File: config.mk
export PLATFORM = sky130hd
export DESIGN_NAME = i2c_master_register_block_read_top
export DESIGN_NICKNAME = d
export VERILOG_FILES = /design/src/sv/i2cbr_pkg.sv /design/src/sv/i2c_master_register_block_read_top.sv
export VERILOG_INCLUDE_DIRS = /design/src /design/src/sv
export SDC_FILE = /design/constraint.sdc
export NUM_CORES = 1
export LEC_CHECK = 0
export ABC_AREA = 1
export BUFFER_PORTS_ARGS = -buffer_cell sky130_fd_sc_hd__buf_2
export CAP_MARGIN = 0
export CORE_MARGIN = 4
export CORE_UTILIZATION = 25
export DETAILED_ROUTE_END_ITERATION = 10
export RECOVER_POWER = 50
export SYNTH_ARGS = -nofsm -noshare
export SYNTH_HDL_FRONTEND = slang
export SYNTH_SLANG_ARGS = --single-unit
export TNS_END_PERCENT = 1
File: constraint.sdc
create_clock -name clock -period 3.4 [get_ports clock]
set_input_delay 0 -clock clock [delete_from_list [all_inputs] [get_ports clock]]
set_output_delay 0 -clock clock [all_outputs]
set_load 0.02 [all_outputs]
File: src/sv/i2c_master_register_block_read_top_assert.svh
// Assertion macros shared by the register block read I2C master RTL.
// No dependencies; take it in with a plain include of the bare file name.
`ifndef I2C_MASTER_REGISTER_BLOCK_READ_TOP_ASSERT_SVH
`define I2C_MASTER_REGISTER_BLOCK_READ_TOP_ASSERT_SVH
`ifndef ASSERT_OFF
// Same-cycle implication under synchronous reset.
`define I2CBR_ASSERT_NOW(lbl, clk, rst, ante, cons) \
   lbl: assert property (@(posedge clk) disable iff (rst) (ante) |-> (cons)) \
      else $error("i2c block read assertion failed");
// Next-cycle implication under synchronous reset.
`define I2CBR_ASSERT_NEXT(lbl, clk, rst, ante, cons) \
   lbl: assert property (@(posedge clk) disable iff (rst) (ante) |=> (cons)) \
      else $error("i2c block read assertion failed");
`else
`define I2CBR_ASSERT_NOW(lbl, clk, rst, ante, cons)
`define I2CBR_ASSERT_NEXT(lbl, clk, rst, ante, cons)
`endif
`endif

File: src/sv/i2cbr_pkg.sv
// Package for the register block read I2C master: payload structs, phase codes,
// register indexes and reset values. No dependencies.
package i2cbr_pkg;

   typedef struct packed {
      logic       start_request;
      logic [7:0] byte_count;
      logic       sda_level;
   } req_type;

   typedef struct packed {
      logic       scl_drive;
      logic       sda_drive;
      logic       busy_res;
      logic       byte_valid;
      logic [7:0] read_byte;
      logic       last_byte;
      logic       done_res;
      logic       no_ack;
   } rsp_type;

   typedef enum logic [4:0] {
      PH_IDLE      = 5'd0,
      PH_START_A   = 5'd1,
      PH_START_B   = 5'd2,
      PH_START_C   = 5'd3,
      PH_SEND_LOW  = 5'd4,
      PH_SEND_HIGH = 5'd5,
      PH_ACK_LOW   = 5'd6,
      PH_ACK_HIGH  = 5'd7,
      PH_READ_LOW  = 5'd8,
      PH_READ_HIGH = 5'd9,
      PH_MACK_LOW  = 5'd10,
      PH_MACK_HIGH = 5'd11,
      PH_STOP_A    = 5'd12,
      PH_STOP_B    = 5'd13,
      PH_STOP_C    = 5'd14,
      PH_FAIL_A    = 5'd15,
      PH_FAIL_B    = 5'd16,
      PH_FAIL_C    = 5'd17
   } phase_type;

   localparam int CSR_IDX_W = 2;
   localparam int CSR_DATA_W = 16;

   localparam logic [CSR_IDX_W-1:0] CSR_DEVICE_ADDRESS   = 2'd0;
   localparam logic [CSR_IDX_W-1:0] CSR_REGISTER_ADDRESS = 2'd1;
   localparam logic [CSR_IDX_W-1:0] CSR_PHASE_TICKS      = 2'd2;
   localparam logic [CSR_IDX_W-1:0] CSR_ACK_TIMEOUT      = 2'd3;

   localparam logic [6:0]  RST_DEVICE_ADDRESS   = 7'd21;
   localparam logic [7:0]  RST_REGISTER_ADDRESS = 8'h00;
   localparam logic [15:0] RST_PHASE_TICKS      = 16'd20;
   localparam logic [15:0] RST_ACK_TIMEOUT      = 16'd250;

endpackage

File: src/sv/i2c_master_register_block_read_top.sv
// The response for a request (one bus tick) is registered and appears in the cycle after it is taken.
// Throughput: one request per cycle unless a held response stalls it; the phase sequencer advances once per request.
// Backpressure on rsp_ stalls req_ through the single output register only.
// Reset (synchronous, active high) returns the sequencer to idle, clears the counters
// and loads the default address, pointer, phase length and ack timeout.
// Register block read I2C master top level; depends on i2cbr_pkg and the assert header.
`include "i2c_master_register_block_read_top_assert.svh"

module i2c_master_register_block_read_top (
   input  logic                                 clock,
   input  logic                                 reset,
   input  logic                                 req_valid,
   output logic                                 req_ready,
   input  i2cbr_pkg::req_type                   req_data,
   output logic                                 rsp_valid,
   input  logic                                 rsp_ready,
   output i2cbr_pkg::rsp_type                   rsp_data,
   input  logic                                 csr_we,
   input  logic [i2cbr_pkg::CSR_IDX_W-1:0]      csr_index,
   input  logic [i2cbr_pkg::CSR_DATA_W-1:0]     csr_wdata
);

   logic [6:0]  dev_addr_ff;
   logic [7:0]  reg_addr_ff;
   logic [15:0] phase_ticks_ff;
   logic [15:0] ack_timeout_ff;

   i2cbr_pkg::phase_type phase_ff, phase_in;
   logic [15:0] tick_ff, tick_in;
   logic [3:0]  bit_ff, bit_in;
   logic [7:0]  left_ff, left_in;
   logic [7:0]  shift_ff, shift_in;
   logic [15:0] wait_ff, wait_in;
   logic        rd_part_ff, rd_part_in;

   i2cbr_pkg::rsp_type rsp_ff, rsp_in;
   logic               rsp_valid_ff;

   logic        req_fire;
   logic [15:0] phase_len;
   logic        over;
   logic [15:0] wait_inc;
   logic [7:0]  rx_byte;
   logic        start_take;
   logic        start_shown;

   assign req_ready = !rsp_valid_ff || rsp_ready;
   assign req_fire  = req_valid && req_ready;
   assign rsp_valid = rsp_valid_ff;
   assign rsp_data  = rsp_ff;

   assign phase_len = (phase_ticks_ff == 16'd0) ? 16'd1 : phase_ticks_ff;
   assign over      = ({1'b0, tick_ff} + 17'd1) >= {1'b0, phase_len};
   assign wait_inc  = wait_ff + 16'd1;
   assign rx_byte   = {shift_ff[6:0], req_data.sda_level};

   always_ff @(posedge clock) begin
      if (reset) begin
         dev_addr_ff    <= i2cbr_pkg::RST_DEVICE_ADDRESS;
         reg_addr_ff    <= i2cbr_pkg::RST_REGISTER_ADDRESS;
         phase_ticks_ff <= i2cbr_pkg::RST_PHASE_TICKS;
         ack_timeout_ff <= i2cbr_pkg::RST_ACK_TIMEOUT;
      end else if (csr_we) begin
         case (csr_index)
            i2cbr_pkg::CSR_DEVICE_ADDRESS:   dev_addr_ff    <= csr_wdata[6:0];
            i2cbr_pkg::CSR_REGISTER_ADDRESS: reg_addr_ff    <= csr_wdata[7:0];
            i2cbr_pkg::CSR_PHASE_TICKS:      phase_ticks_ff <= csr_wdata;
            i2cbr_pkg::CSR_ACK_TIMEOUT:      ack_timeout_ff <= csr_wdata;
            default: ;
         endcase
      end
   end

   // Next state of the bus sequencer.
   always_comb begin
      phase_in   = phase_ff;
      tick_in    = over ? tick_ff : tick_ff + 16'd1;
      bit_in     = bit_ff;
      left_in    = left_ff;
      shift_in   = shift_ff;
      wait_in    = wait_ff;
      rd_part_in = rd_part_ff;
      case (phase_ff)
         i2cbr_pkg::PH_START_A: begin
            if (over) phase_in = i2cbr_pkg::PH_START_B;
         end
         i2cbr_pkg::PH_START_B: begin
            if (over) phase_in = i2cbr_pkg::PH_START_C;
         end
         i2cbr_pkg::PH_START_C: begin
            if (over) begin
               shift_in = {dev_addr_ff, rd_part_ff};
               bit_in   = 4'd0;
               phase_in = i2cbr_pkg::PH_SEND_LOW;
            end
         end
         i2cbr_pkg::PH_SEND_LOW: begin
            if (over) phase_in = i2cbr_pkg::PH_SEND_HIGH;
         end
         i2cbr_pkg::PH_SEND_HIGH: begin
            if (over) begin
               if (bit_ff[2:0] == 3'd7) begin
                  wait_in  = 16'd0;
                  phase_in = i2cbr_pkg::PH_ACK_LOW;
               end else begin
                  bit_in   = bit_ff + 4'd1;
                  shift_in = {shift_ff[6:0], 1'b0};
                  phase_in = i2cbr_pkg::PH_SEND_LOW;
               end
            end
         end
         i2cbr_pkg::PH_ACK_LOW: begin
            if (over) phase_in = i2cbr_pkg::PH_ACK_HIGH;
         end
         i2cbr_pkg::PH_ACK_HIGH: begin
            if (over) begin
               if (!req_data.sda_level) begin
                  if (rd_part_ff) begin
                     if (left_ff == 8'd0) begin
                        phase_in = i2cbr_pkg::PH_STOP_A;
                     end else begin
                        bit_in   = 4'd0;
                        shift_in = 8'd0;
                        phase_in = i2cbr_pkg::PH_READ_LOW;
                     end
                  end else if (!bit_ff[3]) begin
                     // address acked: send the register pointer next
                     shift_in = reg_addr_ff;
                     bit_in   = 4'd8;
                     phase_in = i2cbr_pkg::PH_SEND_LOW;
                  end else begin
                     phase_in = i2cbr_pkg::PH_STOP_A;
                  end
               end else begin
                  wait_in = wait_inc;
                  if (wait_inc >= ack_timeout_ff) phase_in = i2cbr_pkg::PH_FAIL_A;
               end
            end
         end
         i2cbr_pkg::PH_READ_LOW: begin
            if (over) phase_in = i2cbr_pkg::PH_READ_HIGH;
         end
         i2cbr_pkg::PH_READ_HIGH: begin
            if (over) begin
               shift_in = rx_byte;
               if (bit_ff >= 4'd7) begin
                  left_in  = left_ff - 8'd1;
                  phase_in = i2cbr_pkg::PH_MACK_LOW;
               end else begin
                  bit_in   = bit_ff + 4'd1;
                  phase_in = i2cbr_pkg::PH_READ_LOW;
               end
            end
         end
         i2cbr_pkg::PH_MACK_LOW: begin
            if (over) phase_in = i2cbr_pkg::PH_MACK_HIGH;
         end
         i2cbr_pkg::PH_MACK_HIGH: begin
            if (over) begin
               if (left_ff == 8'd0) begin
                  phase_in = i2cbr_pkg::PH_STOP_A;
               end else begin
                  bit_in   = 4'd0;
                  shift_in = 8'd0;
                  phase_in = i2cbr_pkg::PH_READ_LOW;
               end
            end
         end
         i2cbr_pkg::PH_STOP_A: begin
            if (over) phase_in = i2cbr_pkg::PH_STOP_B;
         end
         i2cbr_pkg::PH_STOP_B: begin
            if (over) phase_in = i2cbr_pkg::PH_STOP_C;
         end
         i2cbr_pkg::PH_STOP_C: begin
            if (over) begin
               if (!rd_part_ff) begin
                  // pointer written: restart for the read part
                  rd_part_in = 1'b1;
                  phase_in   = i2cbr_pkg::PH_START_A;
               end else begin
                  phase_in = i2cbr_pkg::PH_IDLE;
               end
            end
         end
         i2cbr_pkg::PH_FAIL_A: begin
            if (over) phase_in = i2cbr_pkg::PH_FAIL_B;
         end
         i2cbr_pkg::PH_FAIL_B: begin
            if (over) phase_in = i2cbr_pkg::PH_FAIL_C;
         end
         i2cbr_pkg::PH_FAIL_C: begin
            if (over) phase_in = i2cbr_pkg::PH_IDLE;
         end
         default: begin
            phase_in = i2cbr_pkg::PH_IDLE;
            tick_in  = tick_ff;
            if (req_data.start_request) begin
               left_in    = req_data.byte_count;
               rd_part_in = 1'b0;
               bit_in     = 4'd0;
               shift_in   = 8'd0;
               wait_in    = 16'd0;
               phase_in   = i2cbr_pkg::PH_START_A;
            end
         end
      endcase
      // every phase change restarts the phase timer
      if (phase_in != phase_ff) tick_in = 16'd0;
   end

   // Response for the current tick, from the phase held at its start.
   always_comb begin
      rsp_in           = '0;
      rsp_in.scl_drive = 1'b1;
      rsp_in.sda_drive = 1'b1;
      rsp_in.busy_res  = 1'b1;
      case (phase_ff)
         i2cbr_pkg::PH_START_B, i2cbr_pkg::PH_STOP_B, i2cbr_pkg::PH_FAIL_B: begin
            rsp_in.sda_drive = 1'b0;
         end
         i2cbr_pkg::PH_START_C, i2cbr_pkg::PH_STOP_A, i2cbr_pkg::PH_FAIL_A: begin
            rsp_in.scl_drive = 1'b0;
            rsp_in.sda_drive = 1'b0;
         end
         i2cbr_pkg::PH_SEND_LOW: begin
            rsp_in.scl_drive = 1'b0;
            rsp_in.sda_drive = shift_ff[7];
         end
         i2cbr_pkg::PH_SEND_HIGH: begin
            rsp_in.sda_drive = shift_ff[7];
         end
         i2cbr_pkg::PH_ACK_LOW, i2cbr_pkg::PH_READ_LOW: begin
            rsp_in.scl_drive = 1'b0;
         end
         i2cbr_pkg::PH_ACK_HIGH, i2cbr_pkg::PH_START_A: ;
         i2cbr_pkg::PH_READ_HIGH: begin
            if (over && bit_ff >= 4'd7) begin
               rsp_in.byte_valid = 1'b1;
               rsp_in.read_byte  = rx_byte;
               rsp_in.last_byte  = (left_ff == 8'd1);
            end
         end
         i2cbr_pkg::PH_MACK_LOW: begin
            rsp_in.scl_drive = 1'b0;
            rsp_in.sda_drive = (left_ff == 8'd0);
         end
         i2cbr_pkg::PH_MACK_HIGH: begin
            rsp_in.sda_drive = (left_ff == 8'd0);
         end
         i2cbr_pkg::PH_STOP_C: begin
            rsp_in.done_res = over && rd_part_ff;
         end
         i2cbr_pkg::PH_FAIL_C: begin
            rsp_in.done_res = over;
            rsp_in.no_ack   = over;
         end
         default: begin
            rsp_in.busy_res = 1'b0;
         end
      endcase
   end

   always_ff @(posedge clock) begin
      if (reset) begin
         phase_ff   <= i2cbr_pkg::PH_IDLE;
         tick_ff    <= 16'd0;
         bit_ff     <= 4'd0;
         left_ff    <= 8'd0;
         shift_ff   <= 8'd0;
         wait_ff    <= 16'd0;
         rd_part_ff <= 1'b0;
      end else if (req_fire) begin
         phase_ff   <= phase_in;
         tick_ff    <= tick_in;
         bit_ff     <= bit_in;
         left_ff    <= left_in;
         shift_ff   <= shift_in;
         wait_ff    <= wait_in;
         rd_part_ff <= rd_part_in;
      end
   end

   always_ff @(posedge clock) begin
      if (reset) begin
         rsp_valid_ff <= 1'b0;
      end else if (req_fire) begin
         rsp_valid_ff <= 1'b1;
      end else if (rsp_ready) begin
         rsp_valid_ff <= 1'b0;
      end
   end

   // hold the response until it is taken
   always_ff @(posedge clock) begin
      if (req_fire) begin
         rsp_ff <= rsp_in;
      end
   end

   assign start_take  = req_fire && req_data.start_request && (phase_ff == i2cbr_pkg::PH_IDLE);
   assign start_shown = (phase_ff == i2cbr_pkg::PH_START_A) && rsp_valid && !rsp_data.busy_res;

   `I2CBR_ASSERT_NOW(a_done_busy, clock, reset, rsp_valid && rsp_data.done_res, rsp_data.busy_res)
   `I2CBR_ASSERT_NOW(a_nack_done, clock, reset, rsp_valid && rsp_data.no_ack, rsp_data.done_res)
   `I2CBR_ASSERT_NOW(a_byte_scl, clock, reset, rsp_valid && rsp_data.byte_valid, rsp_data.scl_drive)
   `I2CBR_ASSERT_NOW(a_last_valid, clock, reset, rsp_valid && rsp_data.last_byte, rsp_data.byte_valid)
   `I2CBR_ASSERT_NEXT(a_start_go, clock, reset, start_take, start_shown)

endmodule

==> results of run 1 <==
==> synthesized netlist by cell type (4+ instances only) <==
cell / count
xor2_1: 21
inv_1: 123
nor2_1: 115
o221ai_1: 4
ha_1: 38
o21ai_0: 75
inv_2: 9
o211ai_1: 4
buf_6: 5
clkbuf_1: 20
buf_2: 7
xnor2_1: 8
nand3_1: 61
nand2_2: 11
a211oi_1: 9
nor2_2: 7
nor3_1: 13
a21oi_1: 110
buf_4: 4
dfxtp_1: 106
nand4_1: 19
nand2_1: 173
edfxtp_1: 15
nor4_1: 9
a31oi_1: 5
nand3_2: 12
==> power groups by stage <==
stage	clock (W)	combinational [W]	sequential (W)
final	0.00188	0.00167	0.00166
after detailed placement	0	0.00147	0.00168
after floorplan	0	0.000978	0.00168
after CTS	0.00192	0.00162	0.00166
after global routing	0.00198	0.00185	0.00168
after global placement	0	0.00145	0.00168
==> worst min-delay path: stages <==
cell    delay [ns]
buf_2         0.11
inv_1         0.12
nor2_1        0.12
==> layer usage <==
layer  part of all wire  routed length, um  vias to the layer above  global-route usage
li1                   -                  -                     3666                   -
met5                  0                  0                        -                   0
met1               0.47               9870                     3304               0.171
met2               0.46               9740                      138               0.222
met3              0.041                858                       39              0.0279
met4              0.026                555                        0              0.0538
==> registers in the layout, summed over array words and instances (netlist names) <==
register        count
tick_ff            16
left_ff             8
rsp_data           15
rsp_valid           1
reg_addr_ff         8
phase_ticks_ff     16
phase_ff            5
wait_ff            16
rd_part_ff          1
ack_timeout_ff     16
shift_ff            8
dev_addr_ff         7
bit_ff              4
==> repair_timing <==
action / 4_1_cts / 5_1_grt
gates resized for setup: 38 / 32
endpoints found under the hold margin: 56 / 0
hold buffers: 26 / 0
pin swaps: 17 / 34
endpoints found under the setup margin: 42 / 54
cloned: 1 / 1
buffers inserted: 10 / 2
==> final cells by class <==
cell class / instances / area, um2 / area share
Timing Repair Buffer: 168 / 1250 / 0.131
Inverter: 134 / 510 / 0.0531
Tap cell: 378 / 473 / 0.0492
Multi-Input combinational cell: 718 / 4170 / 0.434
Clock inverter: 13 / 168 / 0.0174
Antenna cell: 1 / 2.50 / 0.000260
Clock buffer: 18 / 439 / 0.0457
Sequential cell: 121 / 2590 / 0.269
==> cells by family (layout without fill, tap and decap cells) <==
logic type | count (synthesis) | count (layout)
and+or+nand+nor | 429 | 429
AOI/OAI and AO/OA | 222 | 222
buffers and inverters | 172 | 333
DFF | 121 | 121
adders and majority gates | 38 | 38
xor gates and xnor gates | 29 | 29
other | 0 | 1
==> through the flow <==
stage / cells / TNS, ns / utilization
final: 1551 / -3.45 / 0.342
after global routing: 1551 / -11.80 / 0.342
after CTS: 1547 / -2.78 / 0.337
after detailed placement: 1479 / -8.85 / 0.297
after global placement: 1479 / -8.21 / 0.297
after floorplan: 1011 / 0 / -
==> how the worst max path moves through the flow <==
stage,end,cells past startpoint
CTS,tick_ff[0],30
finish,tick_ff[0],22
global route,tick_ff[5],23
global placement,tick_ff[3],22
detailed placement,tick_ff[2],22
floorplan,tick_ff[10],30
==> metrics.cfg, run 1 <==
[run_status]
outcome=finished, violations left
violations=setup timing

[worst_setup_path]
worst-r2r-setup-slack_ns=-0.24
critical_path.max_fanout=6
reg2reg_to=tick_ff[0]
crit_family=simple AND/OR/NAND/NOR gates
cpMostUsedCell=nor2_1
crit_type=reg -> reg
critPathMaxStageDelay_ns=0.36
required_ns=3.72
r2r_cells=22
arrival_ns=3.96
path_buf_inv=1
cpMaxStageDelayCell=dfxtp_4
crit_chain=ha_4 -> nand3_4 -> nor3_4 -> nand3_2 -> nor3_2 -> nand3_1 -> nor2_1 -> xor2_1 -> ha_1 -> nand2_1 -> o21ai_0 -> nor2_1 -> nand3_1 -> nand4_1 -> nand2_1 -> a21oi_2 -> nand2_2 -> nor2_8 -> nand3_4 -> clkbuf_16 -> a21oi_1 -> nor2_1
end_kind=register
startpoint=wait_ff[1]
r2r-start=wait_ff[1]
start_kind=register

[global_routing]
grt_pass1_wl_mm=34.4
antenna_found_initial=1
grt_pass1_vias=7062
grtUsageTotal=0.134
grt_max_degree=66
gr-total-overflow=0

[power_and_ir_drop]
vdd_drop_max_uv=305
pwr_density_cell_mw_per_mm2=542
switchingPower_w=0.00176
swShare=0.338
power_frac_seq=0.319
power.internal_w=0.00345
power_w=0.00521
p_clk_frac=0.361
p_leak_nw=4.33
power_frac_comb=0.320

[clock_network]
clock-sinks=121
clk_path_buf_depth=2
clk_pin_slew_worst_paths_ns=0.06
cts_made_buffers=17
clock_latency_ns=0.43
ctsHtreeMaxLevel=4
cts_tree=done
cts-root-buf=clkbuf_16

[timing]
hold_viol=0
fin_crit_ns=3.64
worst_pin_slew_ns=0.874
rsz0062_at_grt=true
whs_ns=0.0512
max_slew_margin=0.415
final_max_slew_viol_count=0
setup_slack_ns=-0.240
fmax_mhz=275
post-route-period-util=1.07
setup_violations=16
clock_skew_ns=0.0133

[place]
placed_area_mm2=0.00833
gp_congestion=0.887
port_buffers=49
place_ws_ns=-0.370
dp.final_hpwl_mm=15.2

[logic_synthesis]
synth_edf_count=15
async_reset_ff_frac=0
yosys.area_share.simple=0.274
synth-compound-area-share=0.168
yosysTopAreaCell=dfxtp_1
synth_cells=1011
synthesis.area_mm2=0.00719
yosysTopAreaCellShare=0.295
synth_mux_area_frac=0
synthAdderAreaFrac=0.0661
yosysSeqAreaShare=0.358
synth_nets=1082
synth_seq_cells=121
synth_ff_type=dfxtp_1
synth_xor_area_frac=0.0353
yosysUniqueCellTypes=45
yosysWarnings=0
synth_area_leaders=dfxtp_1, nand2_1, a21oi_1, ha_1, inv_1
synth_top_family_by_area=simple AND/OR/NAND/NOR gates
syn_area_per_cell_um2=7.11

[die]
ios=50
dieHeight_um=178
rows=61
fp.dieW_um=178
core-area_mm2=0.0281
dieArea_mm2=0.0315
initial_utilization=0.256

[routing]
vias=7147
drc=0
routed_via_density=4.61
dr.pass1.iters=8
drtIter0Drc=381
drt-wirelength-per-cell_um=13.6
wl_mm=21.0
route.antenna.remaining_nets=0

[hold_path]
worstHoldStart=req_data[0]
hold_depth=3
hold_path_end=rsp_data[3]
hp-class=in -> reg

[flow_run]
maxCapViolations=0

[cells_and_area]
final_cell_mix=nand2_1, inv_1, nor2_1
syn_to_final_growth_pct=33.7
fillers=3050
final_cell_area_mm2=0.00961
drive_above_1_share=0.218
nets=1231
final_common_cell=nand2_1

Power figures use the tool's default switching activity.
==> inputs of run 2 (changes only) <==
- SKIP_CTS_REPAIR_TIMING: not set -> 1
==> metrics.cfg, run 2 (synthesis results as in run 1) <==
[run_status]
outcome=finished, violations left
violations=hold timing, setup timing

[worst_setup_path]
cpMaxStageDelayCell=dfxtp_2
cpMostUsedCell=nand2_1
critPathMaxStageDelay_ns=0.38  ; +0.02 ns
start_kind=register
required_ns=3.76  ; +0.04 ns
end_kind=register
path_buf_inv=4  ; +3
crit_family=simple AND/OR/NAND/NOR gates
crit_type=reg -> reg
arrival_ns=4.01  ; +0.05 ns
critical_path.max_fanout=7  ; +1

[place]
dp.final_hpwl_mm=15.2  ; unchanged
placed_cells=1479  ; unchanged
gp_congestion=0.887  ; unchanged
placed_area_mm2=0.00833  ; unchanged
port_buffers=49  ; unchanged

[timing]
setup_violations=17  ; +1
setup_slack_ns=-0.253  ; -0.0130 ns
fmax_mhz=274  ; -0.36%
whs_ns=-0.0237  ; -0.0749 ns
hold_viol=2  ; +2
worst_pin_slew_ns=0.908  ; +0.0333 ns
rsz0062_at_grt=true
final_max_slew_viol_count=0  ; unchanged
clock_skew_ns=0.0134  ; +0.000113 ns
post-route-period-util=1.07  ; +0.00383
max_slew_margin=0.393  ; -0.0223
fin_crit_ns=3.65  ; +0.0130 ns

[routing]
route.antenna.remaining_nets=0  ; unchanged
drtIter0Drc=435  ; +14%
drt-wirelength-per-cell_um=13.5  ; -0.29%
dr.pass1.iters=5  ; -3
drc=0  ; unchanged
vias=7142  ; -0.070%
wl_mm=20.9  ; -0.81%
routed_via_density=4.63  ; +0.45%

[flow_run]
maxCapViolations=0  ; unchanged

[global_routing]
grt_max_degree=66  ; unchanged
grtUsageTotal=0.131  ; -0.00354
grt_pass1_wl_mm=33.4  ; -2.9%
gr-total-overflow=0  ; unchanged
antenna_found_initial=0  ; -1
grt_pass1_vias=6808  ; -3.6%

[cells_and_area]
fin_cells=1543  ; -0.52%
syn_to_final_growth_pct=33.7  ; about the same
final_cell_area_mm2=0.00961  ; about the same
final_cell_mix=nand2_1, inv_1, nor2_1
nets=1224  ; -0.57%
fillers=3032  ; -0.59%
final_common_cell=nand2_1
drive_above_1_share=0.234  ; +0.0168
n_antenna_cell=0  ; -1
multiInputGateArea_mm2=0.00421  ; +0.75%
ff_latch_area_mm2=0.00259  ; unchanged

[clock_network]
clk_path_buf_depth=2  ; unchanged
cts_tree=done
clock-sinks=121  ; unchanged
clk_pin_slew_worst_paths_ns=0.06  ; about the same
clock_latency_ns=0.43  ; about the same
cts-root-buf=clkbuf_16
cts_made_buffers=17  ; unchanged
ctsHtreeMaxLevel=4  ; unchanged

[power_and_ir_drop]
pwr_density_cell_mw_per_mm2=548  ; +1.1%
switchingPower_w=0.00178  ; +1.4%
vdd_drop_max_uv=304  ; -0.39%
power.internal_w=0.00348  ; +0.96%
p_leak_nw=4.34  ; +0.20%
power_frac_seq=0.316  ; -0.003
swShare=0.338  ; +0.000960
power_frac_comb=0.327  ; +0.007
p_clk_frac=0.357  ; -0.004

[die]
ios=50  ; unchanged
dieArea_mm2=0.0315  ; unchanged
initial_utilization=0.256  ; unchanged
dieHeight_um=178  ; unchanged
rows=61  ; unchanged
core-area_mm2=0.0281  ; unchanged
fp.dieW_um=178  ; unchanged

[hold_path]
hp-class=in -> reg

-- run 2: changes by cell type in the layout (fill, tap and decap cells not counted), sizes merged --
cell and change:
buf +12, clkbuf -17, diode -1, dlygate4sd3 -2
-- run 2: power by group through the flow --
stage / Sequential, W / Combinational (W) / Clock, W
floorplan: 0.00168 / 0.000978 / 0
global placement: 0.00168 / 0.00145 / 0
CTS: 0.00165 / 0.00148 / 0.00192
global route: 0.00168 / 0.00190 / 0.00197
detailed placement: 0.00168 / 0.00147 / 0
finish: 0.00167 / 0.00172 / 0.00188
-- run 2: worst reg2reg max path: cells and delay by family, from the launching register on --
family	cells	cell delay, ns
buffers and inverters	4	0.55
XOR/XNOR	1	0.29
AND/OR/NAND/NOR	21	1.90
adder cells (fa/ha/maj)	2	0.46
flip-flops	1	0.38
-- run 2: stage by stage --
| stage | setup TNS (ns) | util | total power, W | hold slack, ns | setup slack, ns |
|---|---|---|---|---|---|
| 4_1_cts | -10.09 | 0.318 | 0.00505 | -0.169 | -0.388 |
| 3_3_place_gp | -8.21 | 0.297 | 0.00313 | 0.274 | -0.383 |
| 2_1_floorplan | 0 | - | 0.00266 | 0.126 | 0.0321 |
| 3_5_place_dp | -8.85 | 0.297 | 0.00315 | 0.284 | -0.370 |
| 6_report | -3.81 | 0.342 | 0.00527 | -0.0237 | -0.253 |
| 5_1_grt | -12.85 | 0.342 | 0.00556 | 0.00564 | -0.526 |
-- run 2: worst paths after layout --
check	startpoint	to	slack, ns	cells after the start
min reg2reg	shift_ff[6]	shift_ff[6]	0.46	2
max reg2reg	tick_ff[0]	tick_ff[11]	-0.25	28
min	req_data[1]	left_ff[0]	-0.02	5
max	tick_ff[0]	tick_ff[11]	-0.25	28
-- run 2: area by class of cell --
cell class              count  share of cell area
multi-input cells         718               0.437
flip-flops and latches    121               0.269
repair buffers            161               0.128
inverters                 134              0.0528
well taps                 378              0.0492
clock buffers              18              0.0457
clock inverters            13              0.0174
-- run 2: per-layer routing --
metal	vias up	GRT usage	wire length (um)
li1	3649	-	-
met1	3314	0.168	9750
met2	139	0.214	9580
met3	40	0.0273	926
met4	0	0.0532	597
met5	-	0	0
